File: src/rtl/phag_pkg.sv
`timescale 1ns / 1ps
// ----------------------------------------------------------------------------
// Peak-hang AGC package
// Shared widths, register codes, reset values and types for the peak-hang
// automatic gain control block and its serial arithmetic units.
// ----------------------------------------------------------------------------
package phag_pkg;

    localparam int WINDOW_DEPTH   = 8;
    localparam int IDX_W          = $clog2(WINDOW_DEPTH);
    localparam int LEN_W          = IDX_W + 1;
    localparam int SAMPLE_W       = 16;
    localparam int HANG_W         = 16;
    localparam int RAMP_W         = 18;
    localparam int RAMP_SHIFT     = 16;
    localparam int GAIN_W         = 26;
    localparam int GAIN_FRAC_BITS = 24;
    localparam int GAIN_EXT_W     = GAIN_W + RAMP_W - RAMP_SHIFT;
    localparam int PROD_W         = GAIN_W + RAMP_W;
    localparam int DIVIDEND_W     = GAIN_W + SAMPLE_W;
    localparam int CFG_IDX_W      = 3;
    localparam int CFG_DATA_W     = 26;

    localparam int MUL_STEPS = RAMP_W;
    localparam int MUL_CNT_W = $clog2(MUL_STEPS);
    localparam int DIV_STEPS = GAIN_W;
    localparam int DIV_CNT_W = $clog2(DIV_STEPS);

    localparam logic [CFG_IDX_W-1:0] CFG_NOMINAL    = 3'd0;
    localparam logic [CFG_IDX_W-1:0] CFG_WIN_LEN    = 3'd1;
    localparam logic [CFG_IDX_W-1:0] CFG_HANG_TICKS = 3'd2;
    localparam logic [CFG_IDX_W-1:0] CFG_RAMP       = 3'd3;
    localparam logic [CFG_IDX_W-1:0] CFG_GAIN_LIMIT = 3'd4;

    localparam logic [SAMPLE_W-1:0] NOMINAL_RST    = 16'd16384;
    localparam logic [LEN_W-1:0]    WIN_LEN_RST    = 4'd2;
    localparam logic [HANG_W-1:0]   HANG_TICKS_RST = 16'd30;
    localparam logic [RAMP_W-1:0]   RAMP_RST       = 18'd68813;
    localparam logic [GAIN_W-1:0]   GAIN_LIMIT_RST = 26'd33554432;
    localparam logic [GAIN_W-1:0]   GAIN_RST       = GAIN_W'(1) << GAIN_FRAC_BITS;
    localparam logic [HANG_W-1:0]   HANG_MAX       = '1;

    typedef struct packed {
        logic busy;
        logic done;
    } t_unit_st;

    typedef enum logic [7:0] {
        ST_IDLE   = 8'b0000_0001,
        ST_SCAN   = 8'b0000_0010,
        ST_DECIDE = 8'b0000_0100,
        ST_MULN   = 8'b0000_1000,
        ST_DIV    = 8'b0001_0000,
        ST_RAMP   = 8'b0010_0000,
        ST_MULR   = 8'b0100_0000,
        ST_FIN    = 8'b1000_0000
    } t_state;

endpackage

File: src/rtl/phag_mul.sv
`timescale 1ns / 1ps
// ----------------------------------------------------------------------------
// Peak-hang AGC serial multiplier
// Shift-add multiplier that consumes one multiplier bit per cycle, least
// significant first, and shifts the low product bits into the multiplier.
// ----------------------------------------------------------------------------
module phag_mul (
    input  logic                              i_clk,
    input  logic                              i_rst_n,
    input  logic                              i_start,
    input  logic [phag_pkg::GAIN_W-1:0]       i_mcand,
    input  logic [phag_pkg::RAMP_W-1:0]       i_mplier,
    output phag_pkg::t_unit_st                o_st,
    output logic [phag_pkg::PROD_W-1:0]       o_product
);

    logic [phag_pkg::GAIN_W-1:0]    r_acc;
    logic [phag_pkg::RAMP_W-1:0]    r_mq;
    logic [phag_pkg::GAIN_W-1:0]    r_mcand;
    logic [phag_pkg::MUL_CNT_W-1:0] r_cnt;
    logic                           r_busy;
    logic                           r_done;
    logic [phag_pkg::GAIN_W:0]      n_sum;
    logic                           n_last;

    assign n_sum  = {1'b0, r_acc} + (r_mq[0] ? {1'b0, r_mcand} : '0);
    assign n_last = (r_cnt == phag_pkg::MUL_CNT_W'(phag_pkg::MUL_STEPS - 1));

    always_ff @(posedge i_clk) begin
        if (!i_rst_n) begin
            r_busy <= 1'b0;
            r_done <= 1'b0;
            r_cnt  <= '0;
        end else begin
            r_done <= r_busy && n_last;
            if (i_start) begin
                r_busy <= 1'b1;
                r_cnt  <= '0;
            end else if (r_busy) begin
                r_cnt <= r_cnt + 1'b1;
                if (n_last) begin
                    r_busy <= 1'b0;
                end
            end
        end
    end

    always_ff @(posedge i_clk) begin
        if (i_start) begin
            r_acc   <= '0;
            r_mq    <= i_mplier;
            r_mcand <= i_mcand;
        end else if (r_busy) begin
            r_acc <= n_sum[phag_pkg::GAIN_W:1];
            r_mq  <= {n_sum[0], r_mq[phag_pkg::RAMP_W-1:1]};
        end
    end

    assign o_st.busy = r_busy;
    assign o_st.done = r_done;
    assign o_product = {r_acc, r_mq};

endmodule

File: src/rtl/phag_div.sv
`timescale 1ns / 1ps
// ----------------------------------------------------------------------------
// Peak-hang AGC serial divider
// Restoring divider that produces one quotient bit per cycle. The quotient
// is known to fit the gain width, so the upper dividend bits seed the
// partial remainder directly.
// ----------------------------------------------------------------------------
module phag_div (
    input  logic                                i_clk,
    input  logic                                i_rst_n,
    input  logic                                i_start,
    input  logic [phag_pkg::DIVIDEND_W-1:0]     i_dividend,
    input  logic [phag_pkg::SAMPLE_W-1:0]       i_divisor,
    output phag_pkg::t_unit_st                  o_st,
    output logic [phag_pkg::GAIN_W-1:0]         o_quotient
);

    logic [phag_pkg::SAMPLE_W-1:0]  r_rem;
    logic [phag_pkg::GAIN_W-1:0]    r_quo;
    logic [phag_pkg::SAMPLE_W-1:0]  r_div;
    logic [phag_pkg::DIV_CNT_W-1:0] r_cnt;
    logic                           r_busy;
    logic                           r_done;
    logic [phag_pkg::SAMPLE_W:0]    n_trial;
    logic [phag_pkg::SAMPLE_W:0]    n_diff;
    logic                           n_ge;
    logic                           n_last;

    assign n_trial = {r_rem, r_quo[phag_pkg::GAIN_W-1]};
    assign n_diff  = n_trial - {1'b0, r_div};
    assign n_ge    = (n_trial >= {1'b0, r_div});
    assign n_last  = (r_cnt == phag_pkg::DIV_CNT_W'(phag_pkg::DIV_STEPS - 1));

    always_ff @(posedge i_clk) begin
        if (!i_rst_n) begin
            r_busy <= 1'b0;
            r_done <= 1'b0;
            r_cnt  <= '0;
        end else begin
            r_done <= r_busy && n_last;
            if (i_start) begin
                r_busy <= 1'b1;
                r_cnt  <= '0;
            end else if (r_busy) begin
                r_cnt <= r_cnt + 1'b1;
                if (n_last) begin
                    r_busy <= 1'b0;
                end
            end
        end
    end

    always_ff @(posedge i_clk) begin
        if (i_start) begin
            r_rem <= i_dividend[phag_pkg::DIVIDEND_W-1:phag_pkg::GAIN_W];
            r_quo <= i_dividend[phag_pkg::GAIN_W-1:0];
            r_div <= i_divisor;
        end else if (r_busy) begin
            r_rem <= n_ge ? n_diff[phag_pkg::SAMPLE_W-1:0] : n_trial[phag_pkg::SAMPLE_W-1:0];
            r_quo <= {r_quo[phag_pkg::GAIN_W-2:0], n_ge};
        end
    end

    assign o_st.busy  = r_busy;
    assign o_st.done  = r_done;
    assign o_quotient = r_quo;

endmodule

File: src/rtl/peak_hang_agc_gain.sv
`timescale 1ns / 1ps
// ----------------------------------------------------------------------------
// Peak-hang automatic gain control
// Flow: the window scan reads each active entry; an attack cut then runs the
// serial multiplier and the serial divider, and a ramp runs the serial
// multiplier once more before the gain is clamped and registered.
// Throughput: one transaction at a time; the next is taken the cycle after
// the result is registered. Synchronous active-low reset restores unity gain
// and the register reset values, and clears the window, index and hang count.
// ----------------------------------------------------------------------------
module peak_hang_agc_gain (
    input  logic                                i_clk,
    input  logic                                i_rst_n,
    input  logic                                i_cfg_we,
    input  logic [phag_pkg::CFG_IDX_W-1:0]      i_cfg_idx,
    input  logic [phag_pkg::CFG_DATA_W-1:0]     i_cfg_data,
    input  logic                                i_in_valid,
    output logic                                o_in_ready,
    input  logic [phag_pkg::SAMPLE_W-1:0]       i_peak_sample,
    output logic                                o_out_valid,
    input  logic                                i_out_ready,
    output logic [phag_pkg::GAIN_W-1:0]         o_gain_out,
    output logic                                o_gain_reduced,
    output logic                                o_gain_ramped
);

    logic [phag_pkg::SAMPLE_W-1:0]   r_nominal;
    logic [phag_pkg::LEN_W-1:0]      r_win_len;
    logic [phag_pkg::HANG_W-1:0]     r_hang_ticks;
    logic [phag_pkg::RAMP_W-1:0]     r_ramp;
    logic [phag_pkg::GAIN_W-1:0]     r_gain_limit;

    phag_pkg::t_state                r_state;
    logic [phag_pkg::GAIN_W-1:0]     r_gain;
    logic [phag_pkg::SAMPLE_W-1:0]   r_window [phag_pkg::WINDOW_DEPTH];
    logic [phag_pkg::IDX_W-1:0]      r_widx;
    logic [phag_pkg::HANG_W-1:0]     r_hang;
    logic [phag_pkg::SAMPLE_W-1:0]   r_sample;
    logic [phag_pkg::IDX_W-1:0]      r_scan;
    logic [phag_pkg::LEN_W-1:0]      r_len;
    logic [phag_pkg::LEN_W-1:0]      r_above;
    logic [phag_pkg::SAMPLE_W-1:0]   r_max;
    logic                            r_reduced;
    logic                            r_ramped;
    logic [phag_pkg::GAIN_EXT_W-1:0] r_ext;
    logic                            r_out_valid;
    logic [phag_pkg::GAIN_W-1:0]     r_out_gain;
    logic                            r_out_reduced;
    logic                            r_out_ramped;

    logic [phag_pkg::LEN_W-1:0]      n_len;
    logic [phag_pkg::LEN_W-1:0]      n_widx_inc;
    logic [phag_pkg::SAMPLE_W-1:0]   n_entry;
    logic                            n_above;
    logic                            n_hang_exp;
    logic                            n_attack;
    logic                            n_accept;
    logic                            n_out_free;
    logic [phag_pkg::GAIN_W-1:0]     n_clamped;
    logic                            n_mul_start;
    logic [phag_pkg::RAMP_W-1:0]     n_mplier;
    logic                            n_div_start;

    phag_pkg::t_unit_st              mul_st;
    phag_pkg::t_unit_st              div_st;
    logic [phag_pkg::PROD_W-1:0]     mul_product;
    logic [phag_pkg::GAIN_W-1:0]     div_quotient;

    assign n_len = (r_win_len == '0) ? phag_pkg::LEN_W'(1) :
                   (r_win_len > phag_pkg::LEN_W'(phag_pkg::WINDOW_DEPTH)) ?
                   phag_pkg::LEN_W'(phag_pkg::WINDOW_DEPTH) : r_win_len;
    assign n_widx_inc = {1'b0, r_widx} + phag_pkg::LEN_W'(1);
    assign n_entry    = r_window[r_scan];
    assign n_above    = (n_entry > r_nominal);
    assign n_hang_exp = (r_hang >= r_hang_ticks);
    assign n_attack   = (r_above == r_len) || ((r_above != '0) && n_hang_exp);
    assign n_accept   = i_in_valid && o_in_ready;
    assign n_out_free = !r_out_valid || i_out_ready;
    assign n_clamped  = (r_ext > {{(phag_pkg::GAIN_EXT_W - phag_pkg::GAIN_W){1'b0}},
                                  r_gain_limit}) ? r_gain_limit
                                                 : r_ext[phag_pkg::GAIN_W-1:0];

    assign n_mul_start = ((r_state == phag_pkg::ST_DECIDE) && n_attack) ||
                         ((r_state == phag_pkg::ST_RAMP) && n_hang_exp);
    assign n_mplier    = (r_state == phag_pkg::ST_DECIDE) ?
                         {{(phag_pkg::RAMP_W - phag_pkg::SAMPLE_W){1'b0}}, r_nominal} : r_ramp;
    assign n_div_start = (r_state == phag_pkg::ST_MULN) && mul_st.done;

    phag_mul u_mul (
        .i_clk     (i_clk),
        .i_rst_n   (i_rst_n),
        .i_start   (n_mul_start),
        .i_mcand   (r_gain),
        .i_mplier  (n_mplier),
        .o_st      (mul_st),
        .o_product (mul_product)
    );

    phag_div u_div (
        .i_clk      (i_clk),
        .i_rst_n    (i_rst_n),
        .i_start    (n_div_start),
        .i_dividend (mul_product[phag_pkg::DIVIDEND_W-1:0]),
        .i_divisor  (r_max),
        .o_st       (div_st),
        .o_quotient (div_quotient)
    );

    always_ff @(posedge i_clk) begin
        if (!i_rst_n) begin
            r_nominal    <= phag_pkg::NOMINAL_RST;
            r_win_len    <= phag_pkg::WIN_LEN_RST;
            r_hang_ticks <= phag_pkg::HANG_TICKS_RST;
            r_ramp       <= phag_pkg::RAMP_RST;
            r_gain_limit <= phag_pkg::GAIN_LIMIT_RST;
        end else if (i_cfg_we) begin
            case (i_cfg_idx)
                phag_pkg::CFG_NOMINAL: begin
                    r_nominal <= i_cfg_data[phag_pkg::SAMPLE_W-1:0];
                end
                phag_pkg::CFG_WIN_LEN: begin
                    r_win_len <= i_cfg_data[phag_pkg::LEN_W-1:0];
                end
                phag_pkg::CFG_HANG_TICKS: begin
                    r_hang_ticks <= i_cfg_data[phag_pkg::HANG_W-1:0];
                end
                phag_pkg::CFG_RAMP: begin
                    r_ramp <= i_cfg_data[phag_pkg::RAMP_W-1:0];
                end
                phag_pkg::CFG_GAIN_LIMIT: begin
                    r_gain_limit <= i_cfg_data[phag_pkg::GAIN_W-1:0];
                end
                default: begin
                end
            endcase
        end
    end

    always_ff @(posedge i_clk) begin
        if (!i_rst_n) begin
            r_state     <= phag_pkg::ST_IDLE;
            r_gain      <= phag_pkg::GAIN_RST;
            r_widx      <= '0;
            r_hang      <= '0;
            r_out_valid <= 1'b0;
            for (int k = 0; k < phag_pkg::WINDOW_DEPTH; k++) begin
                r_window[k] <= '0;
            end
        end else begin
            if (r_out_valid && i_out_ready && (r_state != phag_pkg::ST_FIN)) begin
                r_out_valid <= 1'b0;
            end
            case (r_state)
                phag_pkg::ST_IDLE: begin
                    if (n_accept) begin
                        r_window[r_widx] <= i_peak_sample;
                        r_widx   <= (n_widx_inc >= n_len) ? '0
                                    : n_widx_inc[phag_pkg::IDX_W-1:0];
                        r_len    <= n_len;
                        r_sample <= i_peak_sample;
                        r_scan   <= '0;
                        r_above  <= '0;
                        r_max    <= '0;
                        r_state  <= phag_pkg::ST_SCAN;
                    end
                end
                phag_pkg::ST_SCAN: begin
                    r_above <= r_above + phag_pkg::LEN_W'(n_above);
                    if (n_entry > r_max) begin
                        r_max <= n_entry;
                    end
                    if (({1'b0, r_scan} + phag_pkg::LEN_W'(1)) == r_len) begin
                        r_state <= phag_pkg::ST_DECIDE;
                    end else begin
                        r_scan <= r_scan + 1'b1;
                    end
                end
                phag_pkg::ST_DECIDE: begin
                    r_reduced <= n_attack;
                    if (n_attack) begin
                        r_hang  <= '0;
                        r_state <= phag_pkg::ST_MULN;
                    end else begin
                        if ((r_sample < r_nominal) && (r_hang != phag_pkg::HANG_MAX)) begin
                            r_hang <= r_hang + 1'b1;
                        end
                        r_state <= phag_pkg::ST_RAMP;
                    end
                end
                phag_pkg::ST_MULN: begin
                    if (mul_st.done) begin
                        r_state <= phag_pkg::ST_DIV;
                    end
                end
                phag_pkg::ST_DIV: begin
                    if (div_st.done) begin
                        r_gain  <= div_quotient;
                        r_state <= phag_pkg::ST_RAMP;
                    end
                end
                phag_pkg::ST_RAMP: begin
                    r_ramped <= n_hang_exp;
                    if (n_hang_exp) begin
                        r_state <= phag_pkg::ST_MULR;
                    end else begin
                        r_ext   <= {{(phag_pkg::GAIN_EXT_W - phag_pkg::GAIN_W){1'b0}}, r_gain};
                        r_state <= phag_pkg::ST_FIN;
                    end
                end
                phag_pkg::ST_MULR: begin
                    if (mul_st.done) begin
                        r_ext   <= mul_product[phag_pkg::PROD_W-1:phag_pkg::RAMP_SHIFT];
                        r_state <= phag_pkg::ST_FIN;
                    end
                end
                phag_pkg::ST_FIN: begin
                    if (n_out_free) begin
                        r_gain        <= n_clamped;
                        r_out_gain    <= n_clamped;
                        r_out_reduced <= r_reduced;
                        r_out_ramped  <= r_ramped;
                        r_out_valid   <= 1'b1;
                        r_state       <= phag_pkg::ST_IDLE;
                    end
                end
                default: begin
                    r_state <= phag_pkg::ST_IDLE;
                end
            endcase
        end
    end

    assign o_in_ready     = (r_state == phag_pkg::ST_IDLE);
    assign o_out_valid    = r_out_valid;
    assign o_gain_out     = r_out_gain;
    assign o_gain_reduced = r_out_reduced;
    assign o_gain_ramped  = r_out_ramped;

    a_one_unit: assert property (@(posedge i_clk) disable iff (!i_rst_n)
        !(mul_st.busy && div_st.busy))
        else $error("Multiplier and divider are busy at the same time.");

    a_accept_scan: assert property (@(posedge i_clk) disable iff (!i_rst_n)
        n_accept |=> (r_state == phag_pkg::ST_SCAN))
        else $error("An accepted transaction did not start the window scan.");

    a_mul_done: assert property (@(posedge i_clk) disable iff (!i_rst_n)
        mul_st.done |-> ((r_state == phag_pkg::ST_MULN) || (r_state == phag_pkg::ST_MULR)))
        else $error("Multiplier finished outside a multiply state.");

    a_div_done: assert property (@(posedge i_clk) disable iff (!i_rst_n)
        div_st.done |-> (r_state == phag_pkg::ST_DIV))
        else $error("Divider finished outside the divide state.");

endmodule

File: config.mk
export PLATFORM = sky130hd
export DESIGN_NAME = peak_hang_agc_gain
export DESIGN_NICKNAME = d
export VERILOG_FILES = /design/src/rtl/phag_pkg.sv /design/src/rtl/phag_mul.sv /design/src/rtl/phag_div.sv /design/src/rtl/peak_hang_agc_gain.sv
export SDC_FILE = /design/constraint.sdc
export NUM_CORES = 1
export LEC_CHECK = 0
export BUFFER_PORTS_ARGS = -buffer_cell sky130_fd_sc_hd__clkbuf_2
export CORE_AREA = 2 2 330 202
export DETAILED_ROUTE_END_ITERATION = 16
export DIE_AREA = 0 0 332 204
export HOLD_SLACK_MARGIN = 0.1
export PLACE_DENSITY_LB_ADDON = 0.3
export SYNTH_ARGS = -nofsm -noshare
export SYNTH_HDL_FRONTEND = slang
export SYNTH_HIERARCHICAL = 1
export SYNTH_SLANG_ARGS = --single-unit
File: constraint.sdc
create_clock -name i_clk -period 5.9 [get_ports i_clk]
set_clock_uncertainty 0.05 [all_clocks]
set_input_delay 0.59 -clock i_clk [delete_from_list [all_inputs] [get_ports i_clk]]
set_output_delay 0.59 -clock i_clk [all_outputs]
set_load 0.1 [all_outputs]
Word level (Yosys, flattened, before mapping)
Memories as Yosys holds them, arrays and structs flattened. A register that Yosys moved wholly into a read port is not among the register bits.
Index checks and enable logic that the tools add are counted.
{"block": "op_classes", "addsub": 9, "magnitude_cmp": 8, "eq_ne": 27, "mux": 56, "n_bitwise": 1, "n_reduce_logical": 43}
{"op": "26-bit two-way mux", "n": 6}
{"op": "16-bit two-way mux", "n": 8}
{"op": "8-bit one-hot mux with 8 select lines", "n": 1}
{"op": "28-bit two-way mux", "n": 2}
{"op": "8-bit two-way mux", "n": 7}
{"op": "28-bit one-hot mux with 2 select lines", "n": 1}
{"op": "18-bit two-way mux", "n": 3}
{"op": "26-bit one-hot mux with 2 select lines", "n": 1}
{"op": "16-bit > comparator", "n": 2}
{"op": "16-bit one-hot mux with 2 select lines", "n": 1}
{"op": "28-bit by 26-bit > comparator with 1-bit output", "n": 1}
{"op": "26-bit by 27-bit adder with 27-bit output", "n": 1}
{"op": "2-bit AND reduction", "n": 9}
{"op": "17-bit by 16-bit >= comparator with 1-bit output", "n": 1}
{"op": "16-bit by 1-bit adder with 16-bit output, second input constant", "n": 1}
{"op": "16-bit >= comparator", "n": 1}
{"op": "16-bit less-than comparator", "n": 1}
{"op": "16-bit inequality test, second input constant", "n": 1}
{"op": "16-bit OR reduction", "n": 1}
{"op": "16-bit subtractor", "n": 1}
{"op": "1-bit two-way mux", "n": 15}
{"op": "3-bit two-way mux", "n": 5}
{"op": "4-bit two-way mux", "n": 3}
{"op": "3-bit AND reduction", "n": 4}
{"op": "36 further kinds", "n": 67}
{"block": "totals", "regBits": 377, "ram_bits": 128, "in_bits": 50, "output_inout_bits": 30, "wordCells": 178, "mem_count": 1}
{"memory": "r_window", "words": 8, "word_bits": 16, "rd": 1, "rd_clocked_by_memory_dff": 1, "wr": 8, "line_no": "peak_hang_agc_gain.sv:35", "text": "logic [phag_pkg::SAMPLE_W-1:0] r_window [phag_pkg::WINDOW_DEPTH];"}

Logic depth before layout (Yosys ltp)
Gate-level depths: netlist (run 1).
{"block": "logic_depth", "word_depth": 8, "depth_mapped": 16, "ltp_nobuf": 14}

By module
The synthesis (run 1) kept the hierarchy.
{"module": "peak_hang_agc_gain", "instances": 1, "cells_per_inst": 1645, "area_each_um2": 17734.5, "seq_area_each_um2": 9619.2}
{"module": "phag_mul", "instances": 1, "cells_per_inst": 416, "area_each_um2": 4336.7, "seq_area_each_um2": 1981.9}
{"module": "phag_div", "instances": 1, "cells_per_inst": 294, "area_each_um2": 3569.7, "seq_area_each_um2": 1881.8}

Least setup slack after synthesis (run 1)
No wires, ideal clock.
{"block": "synth_path", "path_type": "register to register", "from": "register r_hang_ticks[11] (netlist name)", "to": "register u_mul/r_mq[0] (netlist name), enable pin", "setup_time_ns": 0.373, "t_arrival_ns": 4.758, "required_time_ns": 5.477, "setup_slack_ns": 0.719, "stages_incl_launch_ff": 13, "n_path_buf": 2, "path_cell_list": "dfxtp_1 inv_1 ha_1 and4_1 nand2b_1 or4_1 o211ai_1 a21oi_1 o21ai_0 clkbuf_1 nor2_1 clkbuf_1 inv_1"}
{"block": "synth_between", "elab_chain_len": 6, "elab_cells_between_ends": 7}
{"element": "start: declaration", "line_no": "peak_hang_agc_gain.sv:29", "text": "logic [phag_pkg::HANG_W-1:0] r_hang_ticks;"}
{"element": "start signal: assignment", "line_no": "peak_hang_agc_gain.sv:113", "text": "r_hang_ticks <= phag_pkg::HANG_TICKS_RST;"}
{"element": "start signal: assignment", "line_no": "peak_hang_agc_gain.sv:125", "text": "r_hang_ticks <= i_cfg_data[phag_pkg::HANG_W-1:0];"}
{"element": "16-bit >= comparator *", "line_no": "peak_hang_agc_gain.sv:75", "text": "assign n_hang_exp = (r_hang >= r_hang_ticks);"}
{"element": "named net n_hang_exp", "line_no": "peak_hang_agc_gain.sv:55", "text": "logic n_hang_exp;"}
{"element": "1-bit logical AND", "line_no": "peak_hang_agc_gain.sv:76", "text": "assign n_attack = (r_above == r_len) || ((r_above != '0) && n_hang_exp);"}
{"element": "1-bit logical OR", "line_no": "peak_hang_agc_gain.sv:76"}
{"element": "1-bit logical AND", "line_no": "peak_hang_agc_gain.sv:83", "text": "assign n_mul_start = ((r_state == phag_pkg::ST_DECIDE) && n_attack) ||"}
{"element": "1-bit logical OR *", "line_no": "peak_hang_agc_gain.sv:83"}
{"element": "named net n_mul_start", "line_no": "peak_hang_agc_gain.sv:60", "text": "logic n_mul_start;"}
{"element": "2-bit nonzero test (no source line) *"}
{"element": "end signal: assignment", "line_no": "phag_mul.sv:51", "text": "r_mq <= i_mplier;"}
{"element": "end signal: assignment", "line_no": "phag_mul.sv:55", "text": "r_mq <= {n_sum[0], r_mq[phag_pkg::RAMP_W-1:1]};"}
{"element": "end: declaration", "line_no": "phag_mul.sv:18", "text": "logic [phag_pkg::RAMP_W-1:0] r_mq;"}
The timed path passes the listed nets; every way through them passes the cells marked *.
A chain may end at the register's enable or synchronous reset.

Worst setup path in the final report (run 1)
{"block": "layout_path", "from": "register r_hang_ticks[11] (netlist name)", "to": "register u_mul/r_acc[21] (netlist name)"}
{"block": "layout_between", "elab_chain_len": 5, "elab_cells_between_ends": 6}
{"element": "16-bit >= comparator *", "line_no": "peak_hang_agc_gain.sv:75"}
{"element": "named net n_hang_exp", "line_no": "peak_hang_agc_gain.sv:55"}
{"element": "1-bit logical AND", "line_no": "peak_hang_agc_gain.sv:76"}
{"element": "1-bit logical OR", "line_no": "peak_hang_agc_gain.sv:76"}
{"element": "1-bit logical AND", "line_no": "peak_hang_agc_gain.sv:83"}
{"element": "1-bit logical OR *", "line_no": "peak_hang_agc_gain.sv:83"}
{"element": "named net n_mul_start", "line_no": "peak_hang_agc_gain.sv:60"}
{"element": "end signal: assignment", "line_no": "phag_mul.sv:54", "text": "r_acc <= n_sum[phag_pkg::GAIN_W:1];"}
{"element": "end: declaration", "line_no": "phag_mul.sv:17", "text": "logic [phag_pkg::GAIN_W-1:0] r_acc;"}
Marks and branches as above.

==> results.yml, run 1 <==
pwr:
  swShare: 0.2425
  total_power_mw: 7.914
  power_frac_clock: 0.419
  pwr-share-seq: 0.501
  comb_power_share: 0.080
  p_switching_mw: 1.919
  cellLeakagePower_nw: 11.01
  p_int_mw: 5.996
  p_per_area_nw_per_um2: 275.9
  vdd_drop_max_mv: 0.1995
clocking:
  post-cts-setup-buffers: 0
  cts_hold_buf: 3
  cts_tree: "built"
  post_cts_resized: 0
  htreeDepth: 2
  clk_latency_ns: 0.63
  clock_sinks: 508
  clockBufferDepth: 3
  cts_buffers: 50
  clk_pin_slew_ns: 0.06
  cts-root-buf: "clkbuf_16"
floorplan:
  design.core.area_um2: 65030
  die_area_um2: 67730
  rows: 73
  fp.dieW_um: 332
  fp.dieH_um: 204
  initial_core_util: 0.3940
  io_pins: 80
setup_path:
  max_stage_delay_ns: 0.69
  cpMostUsedCell: "nand2b_1"
  endpoint_kind: "flop"
  crit_fanout: 62
  crit_slowest_cell: "buf_4"
  worst_setup_path_start_kind: "flop"
  crit_required_ns: 6.34
  cp.arrival_ns: 4.67
  crit_buf_inv: 2
  crit_family: "simple AND/OR/NAND/NOR gates"
  crit_chain: "inv_1, ha_1, and4_1, nand2b_1, or4_1, o211ai_1, a21oi_1, o21ai_4, buf_4, nand2b_1, nor3_1, a221oi_1, nand3_1"
  path_class: "reg2reg"
place:
  pre_cts_ws_ns: 1.710
  post-dp-hpwl_mm: 51.94
  place_congestion: 0.8755
  io_buffers: 79
  placed_area_um2: 26960
cells_and_area:
  insertedDiodeCount: 0
  drive_above_1_share: 0.1438
  syn_to_final_growth_pct: 11.94
  final_nets: 2615
  fin_area_um2: 28690
sta:
  min_period_over_period: 0.7182
  fmaxAchievable_ghz: 0.2360
  whs_ns: 0.1872
  finalHoldViolCount: 0
  maxSlewHeadroom: 0.1638
  setup_violations: 0
  rsz0062_at_grt: "no"
  worst_pin_slew_ns: 1.250
  drv_slew: 0
  layout_setup_ws_ns: 1.663
  period_needed_ns: 4.237
  tns_ns: 0
detailed_routing:
  wl_per_cell_um: 21.53
  dr_total_vias: 18420
  routed_wirelength_mm: 71.55
  avgViaCountPerCell: 5.542
  drc: 0
  final_antenna_net_count: 0
  drt_pass1_iterations: 5
  initialDrtViolationCount: 1696
global_routing:
  grt.overflow.total: 0
  grt_pass1_vias: 17860
  grt_max_degree: 77
  grt_pass1_wl_mm: 109.3
  antenna_found_initial: 2
  grt_usage: 0.2099
synth:
  netlist_area_um2: 25630
  synthCells: 2353
  synth_fp_nets: 2549
  syn_area_per_cell_um2: 10.89
  ys.warnings.count: 6
outcome:
  status: "completed"
hold_path:
  min_path_type: "in2reg"
flow_run:
  max_cap_viol_count: 0
[worst min-delay path, stage by stage]
cell and delay, ns:
clkbuf_2 0.08, nand2_1 0.07, o211ai_1 0.09
[final cells by class]
class	instances	area, µm²
Fill cell	6079	36350
Sequential cell	508	13480
Multi-Input combinational cell	1631	11320
Clock buffer	69	1418
Tap cell	862	1079
Timing Repair Buffer	116	680.7
Inverter	112	420.4
Clock inverter	25	280.3
[path summary, 6_finish.rpt]
kind	from	endpoint	slack, ns	cells after the start
max	r_hang_ticks[11]	u_mul/r_acc[21]	1.66	13
min	i_cfg_data[25]	r_gain_limit[25]	0.19	3
max reg2reg	r_hang_ticks[11]	u_mul/r_acc[21]	1.66	13
min reg2reg	r_max[4]	u_div/r_div[4]	0.40	0
[through the flow]
stage | instances | util
2_1_floorplan | 2353 | -
3_3_place_gp | 3226 | 0.4145
3_5_place_dp | 3226 | 0.4145
4_1_cts | 3323 | 0.4411
5_1_grt | 3323 | 0.4411
6_report | 3323 | 0.4411
[layout by cell type (no fill, tap or decap), drive strengths merged, types with 9 or more instances in the layout]
cell type / instances
nand3: 40
o21ai: 104
ha: 144
a22o: 25
xnor2: 23
mux2i: 28
a21o: 34
o21a: 15
buf: 34
a21oi: 144
clkinv: 20
xor2: 24
mux4: 32
nand2: 396
mux2: 89
nor3: 19
nand4: 22
or3: 9
dfxtp: 177
nand2b: 25
o211ai: 19
nor2: 95
inv: 112
edfxtp: 331
and3: 12
nor2b: 29
and2: 172
clkbuf: 148
a211oi: 17
nor3b: 11
[power by group through the flow]
stage                     clock network (mW)  registers (mW)  logic (mW)
after floorplan                            0            3.99       0.428
after global placement                     0            4.04       0.612
after detailed placement                   0            4.04       0.620
after CTS                               3.37            3.97       0.625
after global routing                    3.51            3.98       0.694
final                                   3.32            3.97       0.632
[registers in the layout (all words and copies together) (netlist names), 8 cells and up, named ones only]
signal	cells
u_mul/r_mcand	26
o_gain_out	26
r_ramp	18
u_mul/r_mq	18
r_nominal	16
u_div/o_quotient	26
u_div/r_div	16
r_gain_limit	26
r_window	128
u_mul/r_acc	26
u_div/r_rem	16
r_sample	16
r_gain	26
r_ext	28
r_state	8
r_max	16
r_hang_ticks	16
r_hang	16
[layer usage]
metal,track usage,wire length [µm],part of all wire,vias up
met5,0,0,0,-
met1,0.3322,36410,0.51,9171
met4,0.04481,1175,0.016,0
li1,-,-,-,8534
met2,0.2936,28390,0.40,632
met3,0.03843,5569,0.078,80
Power figures use the tool's default switching activity.
==> run 2, diff against run 1 <==
- clock period: 5.9 -> 4.28 ns (I/O delays scaled with it)
==> results.yml, run 2 (synthesis results as in run 1) <==
outcome:
  status: "completed"
global_routing:
  grt.overflow.total: 0
  grt_usage: 0.2112
  grt_max_degree: 80
  busiest_layer: "met1"
  grt_use_met3: 0.04725
  grt_pass1_vias: 17820
  grt_pass1_wl_mm: 109.0
  grtUsageMet1: 0.3322
  grt_use_met2: 0.2907
  antenna_found_initial: 1
floorplan:
  io_pins: 80
  initial_core_util: 0.3940
  design.core.area_um2: 65030
  rows: 73
  die_area_um2: 67730
  fp.dieW_um: 332
  fp.dieH_um: 204
sta:
  whs_ns: 0.1267
  fmaxAchievable_ghz: 0.2732
  maxSlewHeadroom: 0.1293
  period_needed_ns: 3.661
  min_period_over_period: 0.8554
  tns_ns: 0
  setup_violations: 0
  worst_pin_slew_ns: 1.302
  rsz0062_at_grt: "no"
  finalHoldViolCount: 0
  drv_slew: 0
hold_path:
  hold_depth: 1
  min_path_type: "in2reg"
setup_path:
  crit_fanout: 16
  crit_required_ns: 4.58
  cp.arrival_ns: 3.96
  worst_setup_path_start_kind: "flop"
  endpoint_kind: "flop"
  r2r_cells: 14
  path_class: "reg2reg"
cells_and_area:
  final_nets: 2660
  top_regs: "r_window: 128 flops, r_ext: 28 flops"
  final_common_cell: "nand2_1"
  regMostFlops: "r_window"
  layout_common_cells: "nand2_1, edfxtp_1, dfxtp_1"
  fill_cells: 5958
  syn_to_final_growth_pct: 13.63
  drive_above_1_share: 0.1452
  largest_register_ffs: 128
clocking:
  cts_tree: "built"
  htreeDepth: 2
  cts-root-buf: "clkbuf_16"
  cts_buffers: 51
  post_cts_resized: 0
  clk_pin_slew_ns: 0.06
  clock_sinks: 508
  clk_latency_ns: 0.64
  clockBufferDepth: 3
detailed_routing:
  avgViaCountPerCell: 5.446
  drt_pass1_iterations: 5
  initialDrtViolationCount: 1871
  wl_per_cell_um: 21.29
  drc: 0
  final_antenna_net_count: 0
  routed_wirelength_mm: 71.77
  dr_total_vias: 18360
pwr:
  vdd_drop_max_mv: 0.2984
  total_power_mw: 10.89
  cellLeakagePower_nw: 11.20
  p_per_area_nw_per_um2: 373.8
place:
  place_congestion: 0.9017
  io_buffers: 79
  post-dp-hpwl_mm: 52.20
flow_run:
  max_cap_viol_count: 0
## run 2: cell types whose count changed in the layout (fill, tap and decap cells not counted), moves of 2 or more
cell	delta
buf_4	+8
clkbuf_1	+5
buf_12	+4
clkbuf_2	-2
diode_2	+2
clkbuf_8	-2
dlygate4sd3_1	+32
## run 2: what timing repair did
action / 4_1_cts / 5_1_grt
hold endpoints to repair: 76 / 0
hold buffers: 35 / 0
buffers inserted: 0 / 0
## run 2: final cells by class
type | instances | area [µm²] | share of cell area
Inverter | 112 | 420.4 | 0.01444
Clock buffer | 71 | 1424 | 0.04890
Timing Repair Buffer | 160 | 1141 | 0.03919
Multi-Input combinational cell | 1631 | 11320 | 0.3889
Tap cell | 862 | 1079 | 0.03704
Clock inverter | 25 | 242.7 | 0.008336
Sequential cell | 508 | 13480 | 0.4631
Antenna cell | 2 | 5.005 | 0.0001719
## run 2: per-stage QoR
stage	instance area [µm²]	worst slack [ns]	std cells	util
6_report	29120	0.6191	3371	0.4478
3_5_place_dp	27100	0.7023	3238	0.4167
5_1_grt	29110	0.3935	3369	0.4477
4_1_cts	29110	0.6735	3369	0.4477
2_1_floorplan	25630	0.01494	2353	-
3_3_place_gp	27100	0.6951	3238	0.4167
## run 2: worst max-delay path, stage by stage (launching register included)
cell     delay [ns]
dfxtp_2        0.38
buf_12         0.19
mux4_2         0.51
mux2_2         0.31
ha_1           0.31
a21o_1         0.20
a21o_1         0.19
a21oi_1        0.19
o21ai_0        0.20
o21ai_0        0.19
a21oi_1        0.07
ha_1           0.22
ha_1           0.19
xnor2_1        0.14
nor2_1         0.05
## run 2: report_power, final
| part | switching, mW | total, mW | leakage (nW) | internal, mW |
|---|---|---|---|---|
| clock network | 1.99 | 4.52 | 0.817 | 2.53 |
| logic | 0.547 | 0.923 | 5.74 | 0.376 |
| registers | 0.108 | 5.44 | 4.64 | 5.34 |
## run 2: path summary, 6_finish.rpt
kind	from	end	slack (ns)
max	flop	r_above[2]	0.62
min	i_peak_sample[1]	r_sample[1]	0.13
max reg2reg	flop	r_above[2]	0.62
min reg2reg	r_reduced	o_gain_reduced	0.41
## run 2: per-layer routing
layer,share of wire,routed length (µm),vias up
met5,0,0,-
met4,0.015,1079,0
met3,0.088,6345,71
met2,0.40,28630,640
met1,0.50,35710,9022
li1,-,-,8627
